File: config.mk
export PLATFORM = sky130hd
export DESIGN_NAME = timed_event_sequencer_unit_flat
export DESIGN_NICKNAME = d
export VERILOG_FILES = /design/src/rtl/core/tes_pkg.sv /design/src/rtl/core/tes_if.sv /design/src/rtl/core/tes_store.sv /design/src/rtl/core/tes_exec.sv /design/src/rtl/core/timed_event_sequencer_unit.sv /design/src/flat_wrapper.sv
export SDC_FILE = /design/constraint.sdc
export NUM_CORES = 1
export LEC_CHECK = 0
export ABC_AREA = 1
export BUFFER_PORTS_ARGS = -buffer_cell sky130_fd_sc_hd__buf_2
export CORE_ASPECT_RATIO = 0.5
export CORE_UTILIZATION = 52
export CTS_BUF_LIST = sky130_fd_sc_hd__clkbuf_8
export CTS_CLUSTER_SIZE = 8
export DETAILED_ROUTE_END_ITERATION = 12
export GPL_ROUTABILITY_DRIVEN = 0
export MAX_ROUTING_LAYER = met4
export PLACE_DENSITY = 0.71
export SETUP_SLACK_MARGIN = 0.2
export SLEW_MARGIN = 20
export SYNTH_ARGS = -nofsm -noshare
export SYNTH_HDL_FRONTEND = slang
export SYNTH_HIERARCHICAL = 1
export SYNTH_SLANG_ARGS = --single-unit
export TNS_END_PERCENT = 100
File: constraint.sdc
create_clock -name clk -period 7.95 [get_ports clk]
set_clock_uncertainty 0.05 [all_clocks]
set_input_delay 2.385 -clock clk [delete_from_list [all_inputs] [get_ports clk]]
set_output_delay 2.385 -clock clk [all_outputs]
set_load 0.02 [all_outputs]
File: src/rtl/core/tes_pkg.sv
// Shared types, constants and parameter reduction functions of the timed event sequencer.
package tes_pkg;

  localparam int PROGRAM_LINES = 16;
  localparam int PC_W = $clog2(PROGRAM_LINES);
  localparam int PARAM_W = 11;

  localparam int BEEP_MOD = 600;
  localparam int WAIT_MOD = 600;
  localparam int DAY_MINUTES = 24 * 60;
  localparam int DAC_MOD = 255;
  localparam int MS_PER_S = 1000;
  localparam int MINUTES_PER_HOUR = 60;

  localparam logic [1:0] CMD_WRITE = 2'd0;
  localparam logic [1:0] CMD_START = 2'd1;
  localparam logic [1:0] CMD_STOP  = 2'd2;
  localparam logic [1:0] CMD_TICK  = 2'd3;

  localparam logic [2:0] OP_NOP         = 3'd0;
  localparam logic [2:0] OP_BEEP        = 3'd1;
  localparam logic [2:0] OP_WAIT_TICKS  = 3'd2;
  localparam logic [2:0] OP_WAIT_TIME   = 3'd3;
  localparam logic [2:0] OP_WAIT_BUTTON = 3'd4;
  localparam logic [2:0] OP_DAC         = 3'd5;
  localparam logic [2:0] OP_RESTART     = 3'd6;

  typedef struct packed {
    logic [1:0]  cmd;
    logic [3:0]  line_index;
    logic [2:0]  line_opcode;
    logic [15:0] line_argument;
    logic [31:0] now_ms;
    logic [4:0]  hour_now;
    logic [5:0]  minute_now;
    logic [3:0]  released_buttons;
  } in_word_t;

  typedef struct packed {
    logic       tone_on;
    logic [7:0] dac_level;
    logic [3:0] current_line;
    logic       running;
    logic       finished;
  } out_word_t;

  typedef struct packed {
    logic            run;
    logic [PC_W-1:0] pc;
    logic [31:0]     scratch;
    logic            tone;
    logic [7:0]      dac;
  } seq_state_t;

  function automatic logic [PARAM_W-1:0] mod_600(input logic [15:0] a);
    logic [15:0] r;
    r = a;
    for (int k = 6; k >= 0; k--) begin
      if (r >= (16'(BEEP_MOD) << k)) begin
        r = r - (16'(BEEP_MOD) << k);
      end
    end
    return PARAM_W'(r);
  endfunction

  function automatic logic [PARAM_W-1:0] mod_1440(input logic [15:0] a);
    logic [15:0] r;
    r = a;
    for (int k = 5; k >= 0; k--) begin
      if (r >= (16'(DAY_MINUTES) << k)) begin
        r = r - (16'(DAY_MINUTES) << k);
      end
    end
    return PARAM_W'(r);
  endfunction

  function automatic logic [7:0] mod_255(input logic [15:0] a);
    logic [8:0] s;
    logic [8:0] t;
    s = {1'b0, a[15:8]} + {1'b0, a[7:0]};
    t = {1'b0, s[7:0]} + 9'(s[8]);
    if (t >= 9'(DAC_MOD)) begin
      t = t - 9'(DAC_MOD);
    end
    return t[7:0];
  endfunction

endpackage

File: src/rtl/core/tes_if.sv
// Valid/ready channel interfaces for input and result words.
interface tes_in_if;
  logic              valid;
  logic              ready;
  tes_pkg::in_word_t data;
  modport source (output valid, output data, input ready);
  modport sink (input valid, input data, output ready);
endinterface

interface tes_out_if;
  logic               valid;
  logic               ready;
  tes_pkg::out_word_t data;
  modport source (output valid, output data, input ready);
  modport sink (input valid, input data, output ready);
endinterface

File: src/rtl/core/tes_store.sv
// Program line store: reduces the argument on write, reads the line at the program counter.
module tes_store (
  input  logic                         clk,
  input  logic                         rst,
  input  logic                         wr_en,
  input  logic [3:0]                   wr_index,
  input  logic [2:0]                   wr_opcode,
  input  logic [15:0]                  wr_argument,
  input  logic [tes_pkg::PC_W-1:0]     rd_index,
  output logic [2:0]                   rd_opcode,
  output logic [tes_pkg::PARAM_W-1:0]  rd_param
);

  logic [2:0]                  op_store    [tes_pkg::PROGRAM_LINES];
  logic [tes_pkg::PARAM_W-1:0] param_store [tes_pkg::PROGRAM_LINES];
  logic [tes_pkg::PARAM_W-1:0] wr_param;
  logic                        wr_in_range;
  logic [tes_pkg::PC_W-1:0]    wr_addr;

  always_comb begin
    case (wr_opcode)
      tes_pkg::OP_BEEP:        wr_param = tes_pkg::mod_600(wr_argument);
      tes_pkg::OP_WAIT_TICKS:  wr_param = tes_pkg::mod_600(wr_argument);
      tes_pkg::OP_WAIT_TIME:   wr_param = tes_pkg::mod_1440(wr_argument);
      tes_pkg::OP_WAIT_BUTTON: wr_param = tes_pkg::PARAM_W'(wr_argument[1:0]);
      tes_pkg::OP_DAC:         wr_param = tes_pkg::PARAM_W'(tes_pkg::mod_255(wr_argument));
      default:                 wr_param = '0;
    endcase
  end

  assign wr_in_range = 32'(wr_index) < 32'(tes_pkg::PROGRAM_LINES);
  assign wr_addr     = tes_pkg::PC_W'(wr_index);

  always_ff @(posedge clk) begin
    if (rst) begin
      for (int i = 0; i < tes_pkg::PROGRAM_LINES; i++) begin
        op_store[i]    <= '0;
        param_store[i] <= '0;
      end
    end else if (wr_en && wr_in_range) begin
      op_store[wr_addr]    <= wr_opcode;
      param_store[wr_addr] <= wr_param;
    end
  end

  assign rd_opcode = op_store[rd_index];
  assign rd_param  = param_store[rd_index];

endmodule

File: src/rtl/core/tes_exec.sv
// Next-state logic: applies one command or executes one program line.
module tes_exec (
  input  tes_pkg::seq_state_t          cur,
  input  logic [1:0]                   cmd,
  input  logic [2:0]                   opcode,
  input  logic [tes_pkg::PARAM_W-1:0]  param,
  input  logic [31:0]                  now_ms,
  input  logic [4:0]                   hour_now,
  input  logic [5:0]                   minute_now,
  input  logic [3:0]                   released_buttons,
  output tes_pkg::seq_state_t          nxt,
  output logic                         finished
);

  localparam logic [tes_pkg::PC_W-1:0] LAST_LINE = tes_pkg::PC_W'(tes_pkg::PROGRAM_LINES - 1);

  logic [31:0] beep_limit;
  logic [31:0] elapsed;
  logic [11:0] day_minute;
  logic        time_match;
  logic        done;

  assign beep_limit = 32'(param) * 32'(tes_pkg::MS_PER_S);
  assign elapsed    = now_ms - cur.scratch;
  assign day_minute = ({1'b0, hour_now, 6'b0} - {5'b0, hour_now, 2'b0}) + 12'(minute_now);
  assign time_match = (minute_now < 6'(tes_pkg::MINUTES_PER_HOUR))
                      && (day_minute == 12'(param));

  always_comb begin
    nxt      = cur;
    finished = 1'b0;
    done     = 1'b0;
    case (cmd)
      tes_pkg::CMD_START: begin
        nxt.run     = 1'b1;
        nxt.pc      = '0;
        nxt.scratch = '0;
        nxt.tone    = 1'b0;
      end
      tes_pkg::CMD_STOP: begin
        nxt.run  = 1'b0;
        nxt.tone = 1'b0;
      end
      tes_pkg::CMD_TICK: begin
        if (cur.run) begin
          case (opcode)
            tes_pkg::OP_BEEP: begin
              if (cur.scratch == '0) begin
                nxt.scratch = now_ms;
                nxt.tone    = 1'b1;
              end else if (elapsed > beep_limit) begin
                nxt.tone = 1'b0;
                done     = 1'b1;
              end
            end
            tes_pkg::OP_WAIT_TICKS: begin
              if (cur.scratch >= 32'(param)) begin
                done = 1'b1;
              end else begin
                nxt.scratch = cur.scratch + 32'd1;
              end
            end
            tes_pkg::OP_WAIT_TIME:   done = time_match;
            tes_pkg::OP_WAIT_BUTTON: done = released_buttons[param[1:0]];
            tes_pkg::OP_DAC: begin
              nxt.dac = param[7:0];
              done    = 1'b1;
            end
            tes_pkg::OP_RESTART:     nxt.pc = '0;
            default:                 done = 1'b1;
          endcase
          if (done) begin
            nxt.scratch = '0;
            if (cur.pc == LAST_LINE) begin
              nxt.pc   = '0;
              nxt.run  = 1'b0;
              nxt.tone = 1'b0;
              finished = 1'b1;
            end else begin
              nxt.pc = cur.pc + tes_pkg::PC_W'(1);
            end
          end
        end
      end
      default: begin
      end
    endcase
  end

endmodule

File: src/rtl/core/timed_event_sequencer_unit.sv
// Timed event sequencer top level: input register, line store, next-state logic, result register.
// Path: an accepted word is held in the input register, and its result word is then written to the result register.
// Throughput: one word per cycle while result.ready holds; the input register refills while the result register drains.
// The limit is the single pass from the input register through line execution to the result.
// Reset clears the program store, counters, run, tone and DAC value, and both valid flags.
module timed_event_sequencer_unit (
  input logic      clk,
  input logic      rst,
  tes_in_if.sink   item,
  tes_out_if.source result
);

  tes_pkg::in_word_t           item_q;
  logic                        item_v;
  tes_pkg::out_word_t          out_q;
  logic                        out_v;
  tes_pkg::seq_state_t         seq;
  tes_pkg::seq_state_t         seq_next;
  logic                        fin;
  logic                        advance;
  logic [2:0]                  line_op;
  logic [tes_pkg::PARAM_W-1:0] line_param;

  assign advance    = item_v && (!out_v || result.ready);
  assign item.ready = !item_v || !out_v || result.ready;

  tes_store u_store (
    .clk         (clk),
    .rst         (rst),
    .wr_en       (advance && (item_q.cmd == tes_pkg::CMD_WRITE)),
    .wr_index    (item_q.line_index),
    .wr_opcode   (item_q.line_opcode),
    .wr_argument (item_q.line_argument),
    .rd_index    (seq.pc),
    .rd_opcode   (line_op),
    .rd_param    (line_param)
  );

  tes_exec u_exec (
    .cur              (seq),
    .cmd              (item_q.cmd),
    .opcode           (line_op),
    .param            (line_param),
    .now_ms           (item_q.now_ms),
    .hour_now         (item_q.hour_now),
    .minute_now       (item_q.minute_now),
    .released_buttons (item_q.released_buttons),
    .nxt              (seq_next),
    .finished         (fin)
  );

  always_ff @(posedge clk) begin
    if (rst) begin
      item_v <= 1'b0;
      out_v  <= 1'b0;
      seq    <= '0;
    end else begin
      if (item.valid && item.ready) begin
        item_v <= 1'b1;
      end else if (advance) begin
        item_v <= 1'b0;
      end
      if (advance) begin
        out_v <= 1'b1;
        seq   <= seq_next;
      end else if (result.ready) begin
        out_v <= 1'b0;
      end
    end
  end

  always_ff @(posedge clk) begin
    if (item.valid && item.ready) begin
      item_q <= item.data;
    end
    if (advance) begin
      out_q.tone_on      <= seq_next.tone;
      out_q.dac_level    <= seq_next.dac;
      out_q.current_line <= 4'(seq_next.pc);
      out_q.running      <= seq_next.run;
      out_q.finished     <= fin;
    end
  end

  assign result.valid = out_v;
  assign result.data  = out_q;

endmodule

File: src/flat_wrapper.sv
// flat-port wrapper written by rule: the top's interface ports become plain ports
module timed_event_sequencer_unit_flat 
  (clk, rst, item_valid, item_data, item_ready, result_valid, result_data, result_ready);
  tes_in_if item_i ();
  tes_out_if result_i ();
  input logic clk;
  input logic rst;
  input wire logic [$bits(item_i.valid)-1:0] item_valid;
  input wire logic [$bits(item_i.data)-1:0] item_data;
  output wire logic [$bits(item_i.ready)-1:0] item_ready;
  output wire logic [$bits(result_i.valid)-1:0] result_valid;
  output wire logic [$bits(result_i.data)-1:0] result_data;
  input wire logic [$bits(result_i.ready)-1:0] result_ready;
  assign item_i.valid = item_valid;
  assign item_i.data = item_data;
  assign item_ready = item_i.ready;
  assign result_valid = result_i.valid;
  assign result_data = result_i.data;
  assign result_i.ready = result_ready;
  timed_event_sequencer_unit u_core (.clk(clk), .rst(rst), .item(item_i), .result(result_i));
endmodule
==> impl_metrics.ini, run 1 <==
[run_status]
outcome = complete, no violations

[setup_path]
r2r-end = u_core/seq[32]$_SDFFE_PP0P_
cp_top_family = adder cells
end_kind = flop
crit_path_max_fanout = 8
worstPathRequired_ps = 8450
cp_slowest_cell = fa_1
slowest_delay_ps = 490
r2r_cells = 51
cp_common_cell = nand2_1
cp.arrival_ps = 7920
critPathKind = flop to flop
crit_buf_inv = 9
critPathLaunchType = flop
rr_startpoint = u_core/seq[41]$_SDFFE_PP0P_
regToRegSetupSlack_ps = 530

[yosys]
synth_cell_type_count = 66
ys_seq_elements = 359
ys.flop_type = edfxtp_1
ys_seq_area_share_pct = 38.1
yosysWarnings = 6
synthesis.nets = 3701
synth_cells = 3452
async_flop_share_pct = 0
synth_edf_count = 311
synthesis.area_um2 = 27100
yosysTopAreaCell = edfxtp_1
avgSynthCellArea_um2 = 7.84
synth_top_cell_area_share_pct = 34.5
synth_area_leaders = edfxtp_1, nand2_1, inv_1

[clocking]
cts_tree = yes
clkSlewWorstSetupHoldPaths_ps = 70
clock_latency_ps = 660
cts.sinks = 359
postCtsHoldBufs = 0
ctsLongestPathBuffers = 3
root_buffer = clkbuf_8
cts_buffers = 53
htree_levels = 2

[timing]
worst_slack_ps = 532
final.period_utilization_pct = 93.3
setup_tns_ps = 0
setup_violations = 0
hold_viol = 0
slew_viol_final = 0
period_needed_ps = 7420
rsz0062_at_grt = true
worst_pin_slew_ps = 1020
slew_headroom_pct = 32.1
timing.fmax_mhz = 135

[layout]
nets = 3846
drive_above_1_share_pct = 15.5
syn2layout_area_growth_pct = 12.7
final_cell_mix = nand2_1, inv_1, edfxtp_1
layout_commonest_cell = nand2_1
post-route-util_pct = 60.0

[die]
rows = 58
core_um2 = 50800
die_h_um = 163
pin_count = 93
dieWidth_um = 325
start_util_pct = 53.3
die_area_um2 = 53000

[pwr]
power_density_nw_per_um2 = 377
p_leak_nw = 13.2
ir_drop_mv = 0.516
p_total_mw = 11.5

[detailed_routing]
post_drt_wl_per_cell_um = 18.1
ant_nets = 0
drc = 0
wl_met1_mm = 31.9
met2_length_mm = 37.0
firstDrtPassIters = 7
met3WireLength_mm = 6.33
drtIter0Drc = 2418
top_layer_used = met4
totalWireLength_mm = 78.2
viasPerCell = 5.66
via_count = 24391

[run]
drv_cap = 0

[placement]
io_buffers = 92
dp_hpwl_mm = 52.1
pre_cts_ws_ps = -45.9

[worst_hold_path]
holdPathStages = 2
min_from = u_core/seq[7]$_SDFFE_PP0P_
min_to = u_core/seq[7]$_SDFFE_PP0P_
min_path_type = flop to flop

[grt]
grt_pass1_vias = 22618
grt_usage_pct = 28.7
grt_max_degree = 96
antenna_found_initial = 1
grt_pass1_wl_mm = 119
grt_overflow_total = 0
[tightest hold or removal path, stage by stage (launching register included)]
cell	delay, ps
dfxtp_1	330
a21oi_1	40
nor2_1	90
[repair_timing]
item	in CTS	in global routing
pin swaps	1	78
endpoints found under the hold margin	0	0
buffers inserted	6	51
endpoints found under the setup margin	134	173
gates cloned	1	10
gates resized for setup	14	157
[cells in the mapped netlist (16+ instances only)]
library cell and count:
nor3_1 31, xor2_1 65, o21ai_0 142, nand4_1 53
nand3_1 229, fa_1 36, nor2_1 279, edfxtp_1 311
dfxtp_1 48, nor2_2 16, nand2_1 749, clkbuf_1 78
nand2_2 45, mux2i_1 56, buf_2 21, xnor2_1 24
inv_1 458, o211ai_1 65, a21oi_2 23, o21ai_1 47
ha_1 137, inv_2 27, a21oi_1 320, a31oi_1 28
[worst max path at each step]
stage                                            from                                             end  depth (start not counted)
final                     u_core/seq[41]$_SDFFE_PP0P_                     u_core/seq[32]$_SDFFE_PP0P_                         51
after global routing      u_core/seq[41]$_SDFFE_PP0P_                     u_core/seq[41]$_SDFFE_PP0P_                         52
after CTS                 u_core/item_q[49]$_DFFE_PP_  u_core/u_store/param_store[5][7]$_SDFFCE_PN0P_                         62
after detailed placement  u_core/seq[41]$_SDFFE_PP0P_                     u_core/seq[40]$_SDFFE_PP0P_                         48
after global placement    u_core/item_q[48]$_DFFE_PP_  u_core/u_store/param_store[5][4]$_SDFFCE_PN0P_                         60
after floorplan           u_core/seq[41]$_SDFFE_PP0P_                     u_core/seq[42]$_SDFFE_PP0P_                         52
[cell families (layout without fill, tap and decap cells)]
family / Yosys count / in the layout / synth area share (%)
and+or+nand+nor: 1474 / 1481 / 24.3
DFF: 359 / 359 / 38.1
other: 0 / 1 / 0
adders and majority gates: 173 / 173 / 9.00
buffers and inverters: 630 / 789 / 9.61
xor gates and xnor gates: 90 / 90 / 2.94
AOI/OAI and AO/OA: 670 / 670 / 14.0
muxes: 56 / 56 / 2.07
[flip-flops by register name, indices dropped and copies added, names as in the netlist]
name and count:
u_core/u_store/op_store 48, u_core/result.valid 1, u_core/u_store/param_store 176, u_core/result.data 15, u_core/seq 46, u_core/item_v 1, u_core/item_q 72
[per-layer routing]
metal | up-vias | track usage [%]
met2 | 1061 | 48.3
li1 | 11831 | -
met1 | 11318 | 35.4
met3 | 181 | 3.62
met4 | 0 | 11.4
met5 | - | -
[cell type report]
type / count / area [µm²]
antenna: 1 / 2.50
clock buffer: 56 / 771
clock inverter: 20 / 100
fill: 4476 / 20300
inverter: 492 / 1870
multi-input combinational: 2470 / 14900
sequential: 359 / 10300
tap: 690 / 863
timing repair buffer: 221 / 1730
[stage by stage]
stage / hold slack [ps] / cell area, µm² / cells
2_1_floorplan: 401 / 27100 / 3452
3_3_place_gp: 411 / 28200 / 4163
3_5_place_dp: 431 / 28200 / 4163
4_1_cts: 447 / 29200 / 4246
5_1_grt: 477 / 30500 / 4309
6_report: 440 / 30500 / 4309
[report_power, final]
part | internal [mW] | switching, mW
clock network | 0.639 | 0.724
registers | 2.13 | 0.0548
logic | 2.89 | 5.05
total | 5.66 | 5.83
Note: power is estimated with default switching activity, not from simulation.
==> run 2: changes to the inputs <==
--- a/config.mk
+++ b/config.mk
@@ -5,7 +5,6 @@
 export SDC_FILE = /design/constraint.sdc
 export NUM_CORES = 1
 export LEC_CHECK = 0
-export ABC_AREA = 1
 export BUFFER_PORTS_ARGS = -buffer_cell sky130_fd_sc_hd__buf_2
 export CORE_ASPECT_RATIO = 0.5
 export CORE_UTILIZATION = 52
==> run 2 against run 1 <==
The run now ends with setup timing left. Sequential power is 2% lower. Utilization is 6.0 points higher. Register-to-register slack worse by 1100 ps. Worst setup slack worse by 1100 ps. Largest power group unchanged. Design area is 2.9% higher. Die area is 6.2% lower. Combinational power is 21% lower.
==> impl_metrics.ini, run 2 <==
[run_status]
violations = setup timing
outcome = complete, but fails checks

[detailed_routing]
wl_met1_mm = 29.8
ant_nets = 0
post_drt_wl_per_cell_um = 21.0
top_layer_used = met4
met2_length_mm = 36.2
drc = 0
totalWireLength_mm = 73.7
met3WireLength_mm = 5.55
drtIter0Drc = 2185
viasPerCell = 6.20
via_count = 21794
firstDrtPassIters = 6

[clocking]
clkSlewWorstSetupHoldPaths_ps = 60
clock_latency_ps = 660
ctsLongestPathBuffers = 3
cts_tree = yes
cts_buffers = 54
postCtsHoldBufs = 0
htree_levels = 2
root_buffer = clkbuf_8
cts.sinks = 359

[yosys]
synth-adder-area-share_pct = 9.60
synthesis.nets = 2722
synth_edf_count = 311
synth_area_leaders = edfxtp_1, ha_1, mux4_2
yosys.area_share.simple_pct = 14.9
synthTopCellsByCount = nor2_1, edfxtp_1, a21oi_1, ha_1, inv_1
async_flop_share_pct = 0
ys_seq_area_share_pct = 40.6
synth_xor_area_share_pct = 3.72
yosysWarnings = 6
yosysTopAreaCell = edfxtp_1
synth_top_cell_area_share_pct = 36.8
ys_seq_elements = 359
synth_cells = 2473
synth_top_family_by_area = compound AO/OA/AOI/OAI gates
synthesis.area_um2 = 25400
synthMuxAreaShare_pct = 7.61
avgSynthCellArea_um2 = 10.3
synth_most_common_cell = nor2_1
synth_cell_type_count = 122
synth_compound_area_share_pct = 18.8
ys.flop_type = edfxtp_1

[die]
die_h_um = 158
start_util_pct = 53.4
core_um2 = 47500
rows = 56
pin_count = 93
dieWidth_um = 314
die_area_um2 = 49700

[pwr]
ir_drop_mv = 0.387
p_total_mw = 9.83
p_leak_nw = 11.8
power_density_nw_per_um2 = 313

[timing]
timing.hold.ws_ps = 425
worst_pin_slew_ps = 1160
setup_tns_ps = -56980
final.period_utilization_pct = 107
hold_viol = 0
slew_viol_final = 0
setup_violations = 173
timing.fmax_mhz = 118
rsz0062_at_grt = true
worst_slack_ps = -520
slew_headroom_pct = 22.7
period_needed_ps = 8470

[layout]
biggestRegsByFlops = u_core/u_store/param_store x176, u_core/item_q x72, u_core/u_store/op_store x48
largest_reg_flops = 176
nets = 3088
largest-register = u_core/u_store/param_store
final_cell_mix = edfxtp_1, buf_4, nor2_1
final_area_um2 = 31400
layout_commonest_cell = edfxtp_1
drive_above_1_share_pct = 30.3
syn2layout_area_growth_pct = 23.7

[setup_path]
cp_slowest_cell = mux4_2
crit_path_max_fanout = 8
end_kind = flop
cp_common_cell = fa_1
worstPathRequired_ps = 8420
cp.arrival_ps = 8940
critPathLaunchType = flop
critPathKind = flop to flop
slowest_delay_ps = 560

[placement]
io_buffers = 92
placed_cell_area_um2 = 28400
pre_cts_ws_ps = -533
dp_hpwl_mm = 51.5

[worst_hold_path]
min_path_type = flop to flop

[grt]
grt_overflow_total = 0
grt_pass1_wl_mm = 113
antenna_found_initial = 1
grt_usage_pct = 29.7
grt_pass1_vias = 20822
grt_max_degree = 67

[run]
drv_cap = 0
## run 2: cell types whose count changed after synthesis, moves of 48 or more
cell     delta
a21oi_1   -155
inv_1     -321
mux4_2     +71
nand2_1   -622
nand3_1   -132
nor2_1     +60
xnor2_1    +48
## run 2: timing repair
action,in CTS,in global routing
gates resized for setup,120,212
endpoints found under the setup margin,173,173
pin swaps,57,72
buffers inserted,31,24
cloned,5,3
hold endpoints to repair,0,0
## run 2: cell type report
type | count | area [µm²]
Sequential cell | 359 | 10300
Antenna cell | 1 | 2.50
Tap cell | 638 | 798
Multi-Input combinational cell | 1847 | 15200
Timing Repair Buffer | 435 | 3540
Inverter | 142 | 538
Clock inverter | 38 | 194
Clock buffer | 55 | 757
Fill cell | 3587 | 16100
## run 2: metrics by stage
step,cells,utilization [%]
2_1_floorplan,2473,-
3_3_place_gp,3358,59.8
3_5_place_dp,3358,59.8
4_1_cts,3487,63.6
5_1_grt,3515,66.1
6_report,3515,66.1
## run 2: metal layers
layer	GRT usage (%)	vias up
li1	-	10084
met2	50.9	930
met3	4.02	158
met5	-	-
met1	37.1	10622
met4	8.34	0
## run 2: worst paths after layout
| kind | start | endpoint | slack [ps] | cells after the start |
|---|---|---|---|---|
| max | u_core/seq[41]$_SDFFE_PP0P_ | u_core/seq[41]$_SDFFE_PP0P_ | -520 | 34 |
| min | u_core/seq[2]$_SDFFE_PP0P_ | u_core/seq[2]$_SDFFE_PP0P_ | 430 | 2 |
| max reg2reg | u_core/seq[41]$_SDFFE_PP0P_ | u_core/seq[41]$_SDFFE_PP0P_ | -520 | 34 |
| min reg2reg | u_core/seq[2]$_SDFFE_PP0P_ | u_core/seq[2]$_SDFFE_PP0P_ | 430 | 2 |
## run 2: critical path, delay by kind of cell, from the launching register on
family / cells / cell delay, ps
xor+xnor: 1 / 90
flops: 1 / 420
simple gates: 4 / 800
compound gates: 15 / 2540
fa+ha+maj: 6 / 2670
mux: 2 / 1100
buf+inv: 6 / 650
## run 2: report_power, final
group | switching [mW] | internal (mW)
Sequential | 0.0389 | 2.11
Clock | 0.733 | 0.671
Combinational | 3.43 | 2.84
## run 2: logic make-up after synthesis
logic type	count (synthesis)
AOI/OAI and AO/OA	672
xor gates and xnor gates	106
adders and majority gates	173
buffers and inverters	267
DFF	359
muxes	101
and+or+nand+nor	795
